===== config.mk =====
export PLATFORM = sky130hd
export DESIGN_NAME = evm_div_cell
export DESIGN_NICKNAME = d
export VERILOG_FILES = /design/src/rtl/core/evm_pkg.sv /design/src/rtl/core/evm_div_cell.sv
export SDC_FILE = /design/constraint.sdc
export NUM_CORES = 1
export LEC_CHECK = 0
export BUFFER_PORTS_ARGS = -buffer_cell sky130_fd_sc_hd__buf_2
export CAP_MARGIN = 20
export CORE_AREA = 2 2 234 236
export DETAILED_ROUTE_END_ITERATION = 12
export DIE_AREA = 0 0 236 238
export PLACE_DENSITY = 0.53
export RECOVER_POWER = 50
export SLEW_MARGIN = 20
export SYNTH_ARGS = -nofsm -noshare
export SYNTH_HDL_FRONTEND = slang
export SYNTH_SLANG_ARGS = --single-unit

===== constraint.sdc =====
create_clock -name clk -period 4 [get_ports clk]
set_input_delay 0.8 -clock clk [delete_from_list [all_inputs] [get_ports clk]]
set_output_delay 0.8 -clock clk [all_outputs]
set_load 0.05 [all_outputs]

===== src/rtl/core/evm_pkg.sv =====
// Shared constants and types for the segment metrics pipeline.
package evm_pkg;

  localparam int CoordBitsDef = 32;
  localparam int CordicSteps  = 32;
  localparam int CordicW      = 62;
  localparam int AngW         = 34;
  localparam int PctCapW      = 41;

  localparam logic [31:0] ATAN_TAB [CordicSteps] = '{
    32'd536870912, 32'd316933406, 32'd167458907, 32'd85004756, 32'd42667331,
    32'd21354465, 32'd10679838, 32'd5340245, 32'd2670163, 32'd1335087,
    32'd667544, 32'd333772, 32'd166886, 32'd83443, 32'd41722, 32'd20861,
    32'd10430, 32'd5215, 32'd2608, 32'd1304, 32'd652, 32'd326, 32'd163,
    32'd81, 32'd41, 32'd20, 32'd10, 32'd5, 32'd3, 32'd1, 32'd1, 32'd0
  };

  typedef enum logic [2:0] {
    SEC_N, SEC_NE, SEC_E, SEC_SE, SEC_S, SEC_SW, SEC_W, SEC_NW
  } sector_t;

endpackage


===== src/rtl/core/evm_div_cell.sv =====
// One restoring division step with the quotient cap applied each step.
module evm_div_cell import evm_pkg::*; #(
  parameter int NW = 128,
  parameter int DW = 63
) (
  input  logic          clk,
  input  logic          en,
  input  logic [NW-1:0] num_in,
  input  logic [DW:0]   rem_in,
  input  logic [PctCapW-1:0] q_in,
  input  logic [DW-1:0] d_in,
  output logic [NW-1:0] num_out,
  output logic [DW:0]   rem_out,
  output logic [PctCapW-1:0] q_out,
  output logic [DW-1:0] d_out
);

  localparam logic [PctCapW:0] QCap = (PctCapW+1)'(1) << (PctCapW - 1);

  logic [DW+1:0]    r_sh;
  logic [PctCapW:0] q_sh;
  logic [DW:0]      rem_nxt;
  logic [PctCapW-1:0] q_nxt;
  logic [NW-1:0]    num_r;
  logic [DW:0]      rem_r;
  logic [PctCapW-1:0] q_r;
  logic [DW-1:0]    d_r;

  always_comb begin
    r_sh = {rem_in, num_in[NW-1]};
    q_sh = {q_in, 1'b0};
    if (r_sh >= (DW+2)'(d_in)) begin
      r_sh    = r_sh - (DW+2)'(d_in);
      q_sh[0] = 1'b1;
    end
    rem_nxt = r_sh[DW:0];
    q_nxt   = (q_sh > QCap) ? QCap[PctCapW-1:0] : q_sh[PctCapW-1:0];
  end

  always_ff @(posedge clk) begin
    if (en) begin
      num_r <= {num_in[NW-2:0], 1'b0};
      rem_r <= rem_nxt;
      q_r   <= q_nxt;
      d_r   <= d_in;
    end
  end

  assign num_out = num_r;
  assign rem_out = rem_r;
  assign q_out   = q_r;
  assign d_out   = d_r;

endmodule


==> After elaboration in Yosys (flattened, before gate mapping) <==
Cells that the tools add are included.
W data, S select, Z words.
{ "word_totals": {"register_bits": 295, "inputBits": 298, "wordCells": 9, "out_inout_bits": 296} }
{ "classes": {"muxes": 2, "order_cmp": 2, "add_sub_neg": 1} }
{ "ops": {"columns": ["op", "count"], "rows": [
  ["$ge A65 B63 Y1", 1],
  ["$mux W64", 1],
  ["$sub A64 B63 Y64", 1],
  ["$gt A42 B41 Y1 const B", 1],
  ["$mux W1", 1]
]} }

==> Depth between registers and ports, before layout <==
Gate-level depths: netlist of the first run.
{ "logic_depth": {"depth_word": 3, "ltp_mapped": 14, "mapped_depth_nobuf": 12} }

==> Worst setup path before layout of the first run <==
No wires, ideal clock.
{ "synth_path": {"path_type": "input to register", "start": "in d_in[33]", "end": "reg rem_r[59], in the netlist rem_out[59] (data pin)", "t_arrival_ns": 3.137, "t_required_ns": 3.743, "setup_slack_ns": 0.605, "n_path_buf": 1, "setup_ns": 0.257, "cell_stages": 12, "path_cell_list": "inv_1 -> ha_1 -> buf_6 -> a21o_1 -> a31o_1 -> a221oi_4 -> o221ai_2 -> a211o_1 -> a31o_4 -> a311oi_4 -> mux2i_1 -> nor3_2"} }
{ "synth_via": {"elab_chain_cells": 2, "word_cells_on_any_way": 3, "cone_classes": "add/sub: 1; order compare: 1; mux: 1"} }
{ "synth_lines": {"columns": ["element", "line", "rtl"], "rows": [
  ["from (decl)", "evm_div_cell.sv:11", "input logic [DW-1:0] d_in,"],
  ["$sub A64 B63 Y64 / $ge A65 B63 Y1 (equally long branches)", "evm_div_cell.sv:33, evm_div_cell.sv:32", null],
  ["$mux W64 *", "evm_div_cell.sv:32", "if (r_sh >= (DW+2)'(d_in)) begin"],
  ["named net r_sh[59]", "evm_div_cell.sv:20", "logic [DW+1:0] r_sh;"],
  ["to (signal assigned)", "evm_div_cell.sv:43", "rem_r <= rem_nxt;"],
  ["to (decl)", "evm_div_cell.sv:25", "logic [DW:0] rem_r;"]
]} }
Mark *: on every way through the listed nets, which the timed path passes. The rest lies on a longest branch.
A chain may end at the register's enable or synchronous reset.

==> Worst setup path in the final report of the first run <==
{ "layout_path": {"start": "in d_in[21]", "end": "reg rem_r[52], in the netlist rem_out[52] (data pin)"} }
Same word-level chain as after synthesis.

==> results of run 1 <==
[cells in the mapped netlist, types with 24 or more instances]
library cell / number / area, um^2
o21ai_0: 77 / 385
a21o_1: 36 / 270
nor2_1: 47 / 176
xor2_1: 25 / 219
inv_1: 87 / 327
edfxtp_1: 295 / 8860
a21oi_1: 73 / 365
nand2_1: 108 / 405
xnor2_1: 28 / 245
clkbuf_1: 24 / 90.1
ha_1: 63 / 788
nor2b_1: 45 / 282
[cells in the final DEF (no fill, tap or decap), types with 36 or more instances in the layout]
| cell | count |
|---|---|
| nor2b_1 | 45 |
| buf_2 | 543 |
| a21oi_1 | 73 |
| buf_4 | 56 |
| nor2_1 | 47 |
| inv_1 | 87 |
| edfxtp_1 | 295 |
| clkbuf_16 | 37 |
| clkbuf_1 | 54 |
| nand2_1 | 108 |
| a21o_1 | 36 |
| o21ai_0 | 77 |
| ha_1 | 63 |
[metal layers]
layer / vias up / track usage
met5: - / 0
li1: 5684 / -
met2: 472 / 0.324
met3: 75 / 0.0432
met1: 5791 / 0.207
met4: 6 / 0.0452
[repair_timing]
action | in CTS | in global routing
buffers inserted | 0 | 0
endpoints found under the setup margin | 0 | 4
gates resized for setup | 0 | 1
[power by group]
group	internal (W)	leakage (nW)	switching (W)
clock network	0.00209	0.600	0.00135
logic	0.000690	4.92	0.00192
registers	0.00377	2.88	0.0000799
[registers in the layout, indices dropped and copies added (netlist names)]
register / cells
d_out: 63
num_out: 127
q_out: 41
rem_out: 64
[cell families after synthesis]
family / Yosys count / share of synthesized area
buf+inv: 137 / 0.0412
fa+ha+maj: 64 / 0.0561
simple gates: 318 / 0.112
compound gates: 306 / 0.142
mux: 3 / 0.00208
flops: 295 / 0.614
xor+xnor: 53 / 0.0322
other cells: 1 / 0.000260
[per-stage QoR]
step / setup WS [ns] / area (um^2) / TNS, ns
final: 0.382 / 19700 / 0
after global routing: 0.0971 / 19700 / 0
after CTS: 0.306 / 19800 / 0
after detailed placement: -0.268 / 18500 / -12.36
after global placement: -0.190 / 18500 / -8.72
after floorplan: 0.605 / 14400 / 0
[worst paths after layout]
kind | depth (start not counted) | end | slack, ns
setup / recovery | 13 | rem_out[52] | 0.38
hold / removal | 1 | num_out[75] | 0.44
[critical path, cell delays in order]
cell,delay (ns)
clkbuf_1,0.12
inv_1,0.06
ha_1,0.47
nand2_2,0.17
nor3_4,0.24
a41oi_1,0.28
a31oi_1,0.41
o2111ai_1,0.24
a211oi_2,0.41
nor2_4,0.12
buf_4,0.25
a211oi_1,0.22
nor3_1,0.09
[layout make-up]
| cell class | instances | share of cell area |
|---|---|---|
| clock inverter | 23 | 0.0146 |
| antenna | 1 | 0.000127 |
| sequential | 295 | 0.450 |
| inverter | 87 | 0.0166 |
| timing repair buffer | 656 | 0.173 |
| tap | 696 | 0.0443 |
| multi-input combinational | 745 | 0.253 |
| clock buffer | 42 | 0.0480 |
==> impl_metrics.json, run 1 <==
{
  "crit_fanout": 24,
  "drive_above_1_share": 0.374,
  "required_ns": 4.28,
  "worst_pin_slew_ns": 2.68,
  "power.leakage_nw": 8.40,
  "hold_viol": 0,
  "die_h_um": 238,
  "dp_cells": 2479,
  "num_vias": 12000,
  "cp-end-kind": "flip-flop",
  "setup-violations-final": 0,
  "core_area_mm2": 0.0535,
  "fp.dieArea_mm2": 0.0562,
  "h-tree-depth": 2,
  "status": "finished, violations left",
  "cts_root_buf": "clkbuf_16",
  "final_cells": 2545,
  "grt_pass1_vias": 12000,
  "wl_met3_um": 3580,
  "synth_cells": 1177,
  "hold_slack_ns": 0.436,
  "power_w": 0.00990,
  "die_w_um": 236,
  "initial_utilization": 0.270,
  "wl_met1_um": 20500,
  "area_delta_synth_final_pct": 36.4,
  "antenna_found_initial": 9,
  "top_layer": "met5",
  "path_class": "primary input to flip-flop",
  "io_pins": 594,
  "numCtsBuffers": 36,
  "ant_nets": 0,
  "synth_flop_cell": "edfxtp_1",
  "synth-warning-count": 0,
  "rows": 85,
  "viasPerCell": 4.73,
  "violations": "capacitance limit, slew limit",
  "wl_um": 52300,
  "post-dp-hpwl_um": 42400,
  "critPathLaunchType": "primary input",
  "cts_buffer_depth": 3,
  "hold_path.startpoint": "num_in[74]",
  "grt_pass1_wl_um": 75300,
  "final_util": 0.368,
  "cts_tree": "yes",
  "async_reset_ff_frac": 0,
  "powerDensity_mw_per_mm2": 503,
  "synth_edf_count": 295,
  "synthesis.nets": 1539,
  "grt_overflow_total": 0,
  "avgRoutedWirePerCell_um": 20.6,
  "multi_input_area_mm2": 0.00497,
  "peakVddDrop_mv": 0.355,
  "slew_headroom": -0.784,
  "grt_max_degree": 97,
  "finalCriticalPeriod_ns": 3.62,
  "ys_ff_latch": 295,
  "met2WireLength_um": 26900,
  "cts.sinks": 295,
  "dr.pass1.iters": 6,
  "syn_area_mm2": 0.0144,
  "rsz0062_at_grt": "false",
  "cp-startpoint": "d_in[21]",
  "fmax_mhz": 276,
  "grt_use_total": 0.177,
  "fillers": 5411,
  "post_synth_num_cell_types": 79,
  "regArea_mm2": 0.00886,
  "clkTransAtPathRegs_ns": 0.06,
  "layout.nets": 2183,
  "ys_seq_area_frac": 0.614,
  "gp_congestion": 0.872,
  "max_cap_viol_count": 1,
  "report.final.slew_viol_count": 95,
  "io_buffer_count": 592,
  "route.detailed.drc": 0,
  "worst_hold_path_type": "primary input to flip-flop",
  "cts_hold_buf": 0,
  "period_share": 0.904,
  "drt-initial-drc-count": 721,
  "arrival_ns": 3.90,
  "synth.avg_cell_area_um2": 12.2
}
Power figures use the tool's default switching activity.
==> run 2: changes to the inputs <==
CORE_AREA = 3 3 228 230   (was 2 2 234 236)
DIE_AREA = 0 0 231 233   (was 0 0 236 238)
PLACE_DENSITY = 0.55   (was 0.53)
==> run 2 against run 1 <==
  * Core utilization increased by 2.0 points
  * Clock power decreased by 13%
  * Die area decreased by 4.2%
  * Clock-buffer cell count increased by 1
  * The run still ends with capacitance limit, slew limit left
  * Via count decreased by 0.84%
  * Setup slack improved by 0.13 ns
==> impl_metrics.json, run 2 (synthesized netlist as in run 1, its figures left out) <==
{
  "status": "finished, violations left",
  "violations": "capacitance limit, slew limit",
  "die_h_um": 233,
  "post-cts-setup-buffers": 0,
  "drive_above_1_share": 0.362,
  "power.leakage_nw": 8.26,
  "worst_pin_slew_ns": 2.87,
  "die_w_um": 231,
  "initial_utilization": 0.288,
  "final_cell_mix": "buf_2 (533), edfxtp_1 (295), nand2_1 (108), inv_1 (87), o21ai_0 (77)",
  "fillers": 4963,
  "core_area_mm2": 0.0501,
  "drt-initial-drc-count": 688,
  "crit_path_cell_trace": "clkbuf_1 > inv_1 > ha_1 > nand2_1 > o21ai_0 > a22oi_1 > a31oi_1 > o2111ai_1 > a211oi_2 > nor2_4 > buf_4 > a211oi_1 > nor3_1",
  "pwr-share-comb": 0.276,
  "path_class": "primary input to flip-flop",
  "dr.pass1.iters": 5,
  "max_cap_viol_count": 1,
  "area_delta_synth_final_pct": 34.7,
  "layout.nets": 2178,
  "cts_root_buf": "clkbuf_16",
  "gp_congestion": 0.893,
  "hold_viol": 0,
  "grt_pass1_wl_um": 74100,
  "finalSetupTns_ns": 0,
  "antennaDiodeCount": 0,
  "ant_nets": 0,
  "powerDensity_mw_per_mm2": 486,
  "period_share": 0.872,
  "power_w": 0.00945,
  "wl_um": 51800,
  "slew_headroom": -0.913,
  "avgRoutedWirePerCell_um": 20.6,
  "post-dp-hpwl_um": 42100,
  "pwr-share-seq": 0.408,
  "cts_tree": "yes",
  "io_buffer_count": 592,
  "fp.dieArea_mm2": 0.0538,
  "report.final.slew_viol_count": 102,
  "clkPwrFrac": 0.316,
  "cp-end-kind": "flip-flop",
  "arrival_ns": 3.76,
  "cts_buffer_depth": 3,
  "viasPerCell": 4.75,
  "clkTransAtPathRegs_ns": 0.06,
  "peakVddDrop_mv": 0.274,
  "path_buf_inv": 3,
  "grt_max_degree": 103,
  "fmax_mhz": 287,
  "slowest_stage": "ha_1",
  "critPathLaunchType": "primary input",
  "largest_reg_flops": 127,
  "intPower_w": 0.00617,
  "numCtsBuffers": 35,
  "finalCriticalPeriod_ns": 3.49,
  "worst_hold_path_type": "primary input to flip-flop",
  "io_pins": 594,
  "crit_fanout": 19,
  "p_switching_w": 0.00328,
  "setup-violations-final": 0,
  "cts_hold_buf": 0,
  "swShare": 0.347,
  "route.detailed.drc": 0,
  "final_common_cell": "buf_2",
  "grt_pass1_vias": 11900,
  "h-tree-depth": 2,
  "antenna_found_initial": 4,
  "cts.sinks": 295,
  "grt_overflow_total": 0,
  "path_delay_family": "compound AO/OA/AOI/OAI gates",
  "required_ns": 4.27,
  "num_vias": 11900,
  "cpPeakStageDelay_ns": 0.46,
  "rows": 82,
  "rsz0062_at_grt": "false",
  "grt_use_total": 0.181,
  "ctsResizeCount": 0
}
run 2: cell count changes in the layout (fill, tap and decap cells not counted), moves of 2 or more:
cell       delta
clkbuf_1     +14
buf_2        -10
bufinv_16     -5
buf_4         -3
clkinv_1      +3
clkbuf_2      -2
clkinv_2      -2
inv_6         -2
run 2: area by class of cell:
class | instances | area (um^2) | area share
Sequential cell | 295 | 8860 | 0.456
Multi-Input combinational cell | 745 | 4970 | 0.256
Timing Repair Buffer | 652 | 3380 | 0.174
Clock buffer | 43 | 927 | 0.0477
Tap cell | 672 | 841 | 0.0433
Inverter | 87 | 327 | 0.0168
Clock inverter | 17 | 124 | 0.00638
run 2: power groups by stage:
| stage | sequential [W] | clock (W) | combinational, W |
|---|---|---|---|
| 2_1_floorplan | 0.00497 | 0 | 0.000708 |
| 3_3_place_gp | 0.00391 | 0 | 0.00262 |
| 3_5_place_dp | 0.00391 | 0 | 0.00263 |
| 4_1_cts | 0.00386 | 0.00309 | 0.00264 |
| 5_1_grt | 0.00388 | 0.00321 | 0.00276 |
| 6_report | 0.00386 | 0.00299 | 0.00261 |
run 2: metal layers:
layer  vias up  global-route usage  wire length [um]
li1       5666                   -                 -
met1      5697               0.213             20300
met2       486               0.331             26700
met3        72              0.0425              3560
met4         6              0.0482              1220
met5         -                   0                41
run 2: final timing paths:
path	cells after the start	slack (ns)	start	endpoint
max	13	0.51	d_in[32]	rem_out[52]
min	1	0.44	num_in[74]	num_out[75]
run 2: per-stage QoR:
stage                     utilization  std cells  hold WS [ns]  instance area (um^2)  setup slack [ns]
after floorplan                     -       1177         0.899                 14400             0.605
after global placement          0.369       2451         0.977                 18500            0.0744
after detailed placement        0.369       2451         0.978                 18500            0.0879
after CTS                       0.390       2511         0.396                 19500             0.663
after global routing            0.388       2511         0.405                 19400             0.285
final                           0.388       2511         0.435                 19400             0.510
==> run 3: changes to the inputs <==
ABC_AREA = 1   (was unset)
PLACE_DENSITY = 0.58   (was 0.55)
TNS_END_PERCENT = 1   (was unset)
==> run 3 against run 2 <==
  * The run still ends with capacitance limit, slew limit left
  * Power grew 1.7%
  * Clock-buffer cell count increased by 6
  * Sequential share of layout area down 2.3 points
  * Sequential power barely moved
  * Setup slack improved by 0.14 ns
  * Global-route usage grew 4.6 points
  * Non-clock buffer count shrank 40
  * Cell count grew 20%
  * Combinational power up 3%
  * Routed wire length grew 24%
  * Largest power group unchanged
  * Highest routed layer unchanged
==> impl_metrics.json, run 3 <==
{
  "antennaDiodeCount": 0,
  "grt_pass1_wl_um": 90600,
  "num_vias": 14200,
  "cp.depth": 2,
  "max_cap_viol_count": 2,
  "finalSetupTns_ns": 0,
  "grt_max_degree": 101,
  "ant_nets": 0,
  "gp_congestion": 1.01,
  "swShare": 0.358,
  "cts.sinks": 295,
  "arrival_ns": 3.51,
  "post-synth-top-area-cell": "edfxtp_1",
  "synth_edf_count": 295,
  "clkPwrFrac": 0.319,
  "route.detailed.drc": 0,
  "io_buffer_count": 592,
  "cts_hold_buf": 0,
  "fillers": 5146,
  "pwr-share-comb": 0.280,
  "cts_tree": "yes",
  "fp.dieArea_mm2": 0.0538,
  "report.final.slew_viol_count": 131,
  "synth_flop_cell": "edfxtp_1",
  "dr.pass1.iters": 5,
  "required_ns": 4.16,
  "synthesis.nets": 2047,
  "final_cell_area_mm2": 0.0204,
  "fmax_mhz": 298,
  "numCtsBuffers": 37,
  "slew_headroom": -0.849,
  "synth.top_cells.by_area": "edfxtp_1 (57%), nand2_1 (12%), inv_1 (6.7%)",
  "cts_root_buf": "clkbuf_16",
  "post-cts-setup-buffers": 0,
  "intPower_w": 0.00617,
  "top_layer": "met5",
  "status": "finished, violations left",
  "grt_pass1_vias": 14100,
  "netlist.area_leader.share": 0.571,
  "yosys-top-cells-count": "nand2_1 (499), edfxtp_1 (295), inv_1 (278)",
  "drive_above_1_share": 0.273,
  "ctsResizeCount": 0,
  "post-dp-hpwl_um": 53500,
  "cp-end-kind": "flip-flop",
  "initial_utilization": 0.310,
  "post_dp_cell_area_mm2": 0.0194,
  "post_synth_num_cell_types": 34,
  "grt_overflow_total": 0,
  "area_delta_synth_final_pct": 31.8,
  "worst_hold_path_type": "primary input to flip-flop",
  "regArea_mm2": 0.00886,
  "finalCriticalPeriod_ns": 3.35,
  "core_area_mm2": 0.0501,
  "min_path_cells": 1,
  "path_delay_family": "buffers and inverters",
  "cts_buffer_depth": 3,
  "peakVddDrop_mv": 0.239,
  "final_cell_mix": "buf_2 (548), nand2_1 (499), edfxtp_1 (295), inv_1 (278), nor2_1 (133)",
  "h-tree-depth": 2,
  "ys_ff_latch": 295,
  "slowest_stage": "clkbuf_2",
  "period_share": 0.838,
  "viasPerCell": 4.72,
  "synth.avg_cell_area_um2": 9.20,
  "synth-warning-count": 0,
  "async_reset_ff_frac": 0,
  "hold_viol": 0,
  "largest_reg_flops": 127,
  "layout.nets": 2676,
  "violations": "capacitance limit, slew limit",
  "rsz0062_at_grt": "false",
  "worst_pin_slew_ns": 2.77,
  "final_common_cell": "buf_2",
  "die_w_um": 231,
  "setup-violations-final": 0,
  "io_pins": 594,
  "wl_um": 64100,
  "critPathLaunchType": "primary input",
  "drt-initial-drc-count": 1098,
  "crit_fanout": 100,
  "met2WireLength_um": 32400,
  "die_h_um": 233,
  "clkTransAtPathRegs_ns": 0.06,
  "crit_path_cell_trace": "clkbuf_2 > clkbuf_1",
  "synth_cells": 1685,
  "wl_met3_um": 4420,
  "avgRoutedWirePerCell_um": 21.3,
  "path_buf_inv": 2,
  "power_w": 0.00961,
  "synth_most_common_cell": "nand2_1",
  "power.leakage_nw": 9.77,
  "cpPeakStageDelay_ns": 1.89,
  "final_cells": 3013,
  "grt_use_total": 0.227,
  "powerDensity_mw_per_mm2": 470,
  "dp_cells": 2947,
  "antenna_found_initial": 4,
  "p_switching_w": 0.00344,
  "syn_area_mm2": 0.0155,
  "wl_met1_um": 24700,
  "path_class": "primary input to flip-flop",
  "final_util": 0.408,
  "multi_input_area_mm2": 0.00544,
  "pwr-share-seq": 0.400,
  "rows": 82,
  "ys_seq_area_frac": 0.571
}
## run 3: per-stage QoR
step,hold slack [ns],setup slack [ns]
after global placement,0.977,0.387
after CTS,0.406,0.918
final,0.438,0.648
after floorplan,0.899,1.20
after global routing,0.405,0.434
after detailed placement,0.978,0.359
## run 3: final timing paths
path,from,end,slack [ns]
max,en,q_out[23],0.65
min,num_in[115],num_out[116],0.44
## run 3: power groups by stage
stage / clock, W / combinational, W / sequential [W]
final: 0.00307 / 0.00270 / 0.00385
after global routing: 0.00330 / 0.00287 / 0.00387
after global placement: 0 / 0.00271 / 0.00391
after floorplan: 0 / 0.000732 / 0.00495
after CTS: 0.00318 / 0.00272 / 0.00385
after detailed placement: 0 / 0.00271 / 0.00391
## run 3: cells by family (layout without fill, tap and decap cells)
kind of cell	count (synthesis)	after routing	share of synthesized area
DFF	295	295	0.571
adders and majority gates	64	64	0.0521
buffers and inverters	305	961	0.0779
and+or+nand+nor	788	788	0.211
AOI/OAI and AO/OA	195	195	0.0663
other	1	1	0.000242
xor gates and xnor gates	37	37	0.0209
## run 3: layout make-up
cell class              count  area share
flip-flops and latches    295       0.434
clock inverters            17     0.00625
well taps                 672      0.0411
multi-input cells        1085       0.266
repair buffers            612       0.153
inverters                 283      0.0520
clock buffers              49      0.0475
## run 3: metal layers
metal,up-vias,global-route usage
li1,6819,-
met2,541,0.408
met1,6727,0.267
met5,-,0
met3,119,0.0504
met4,8,0.0813
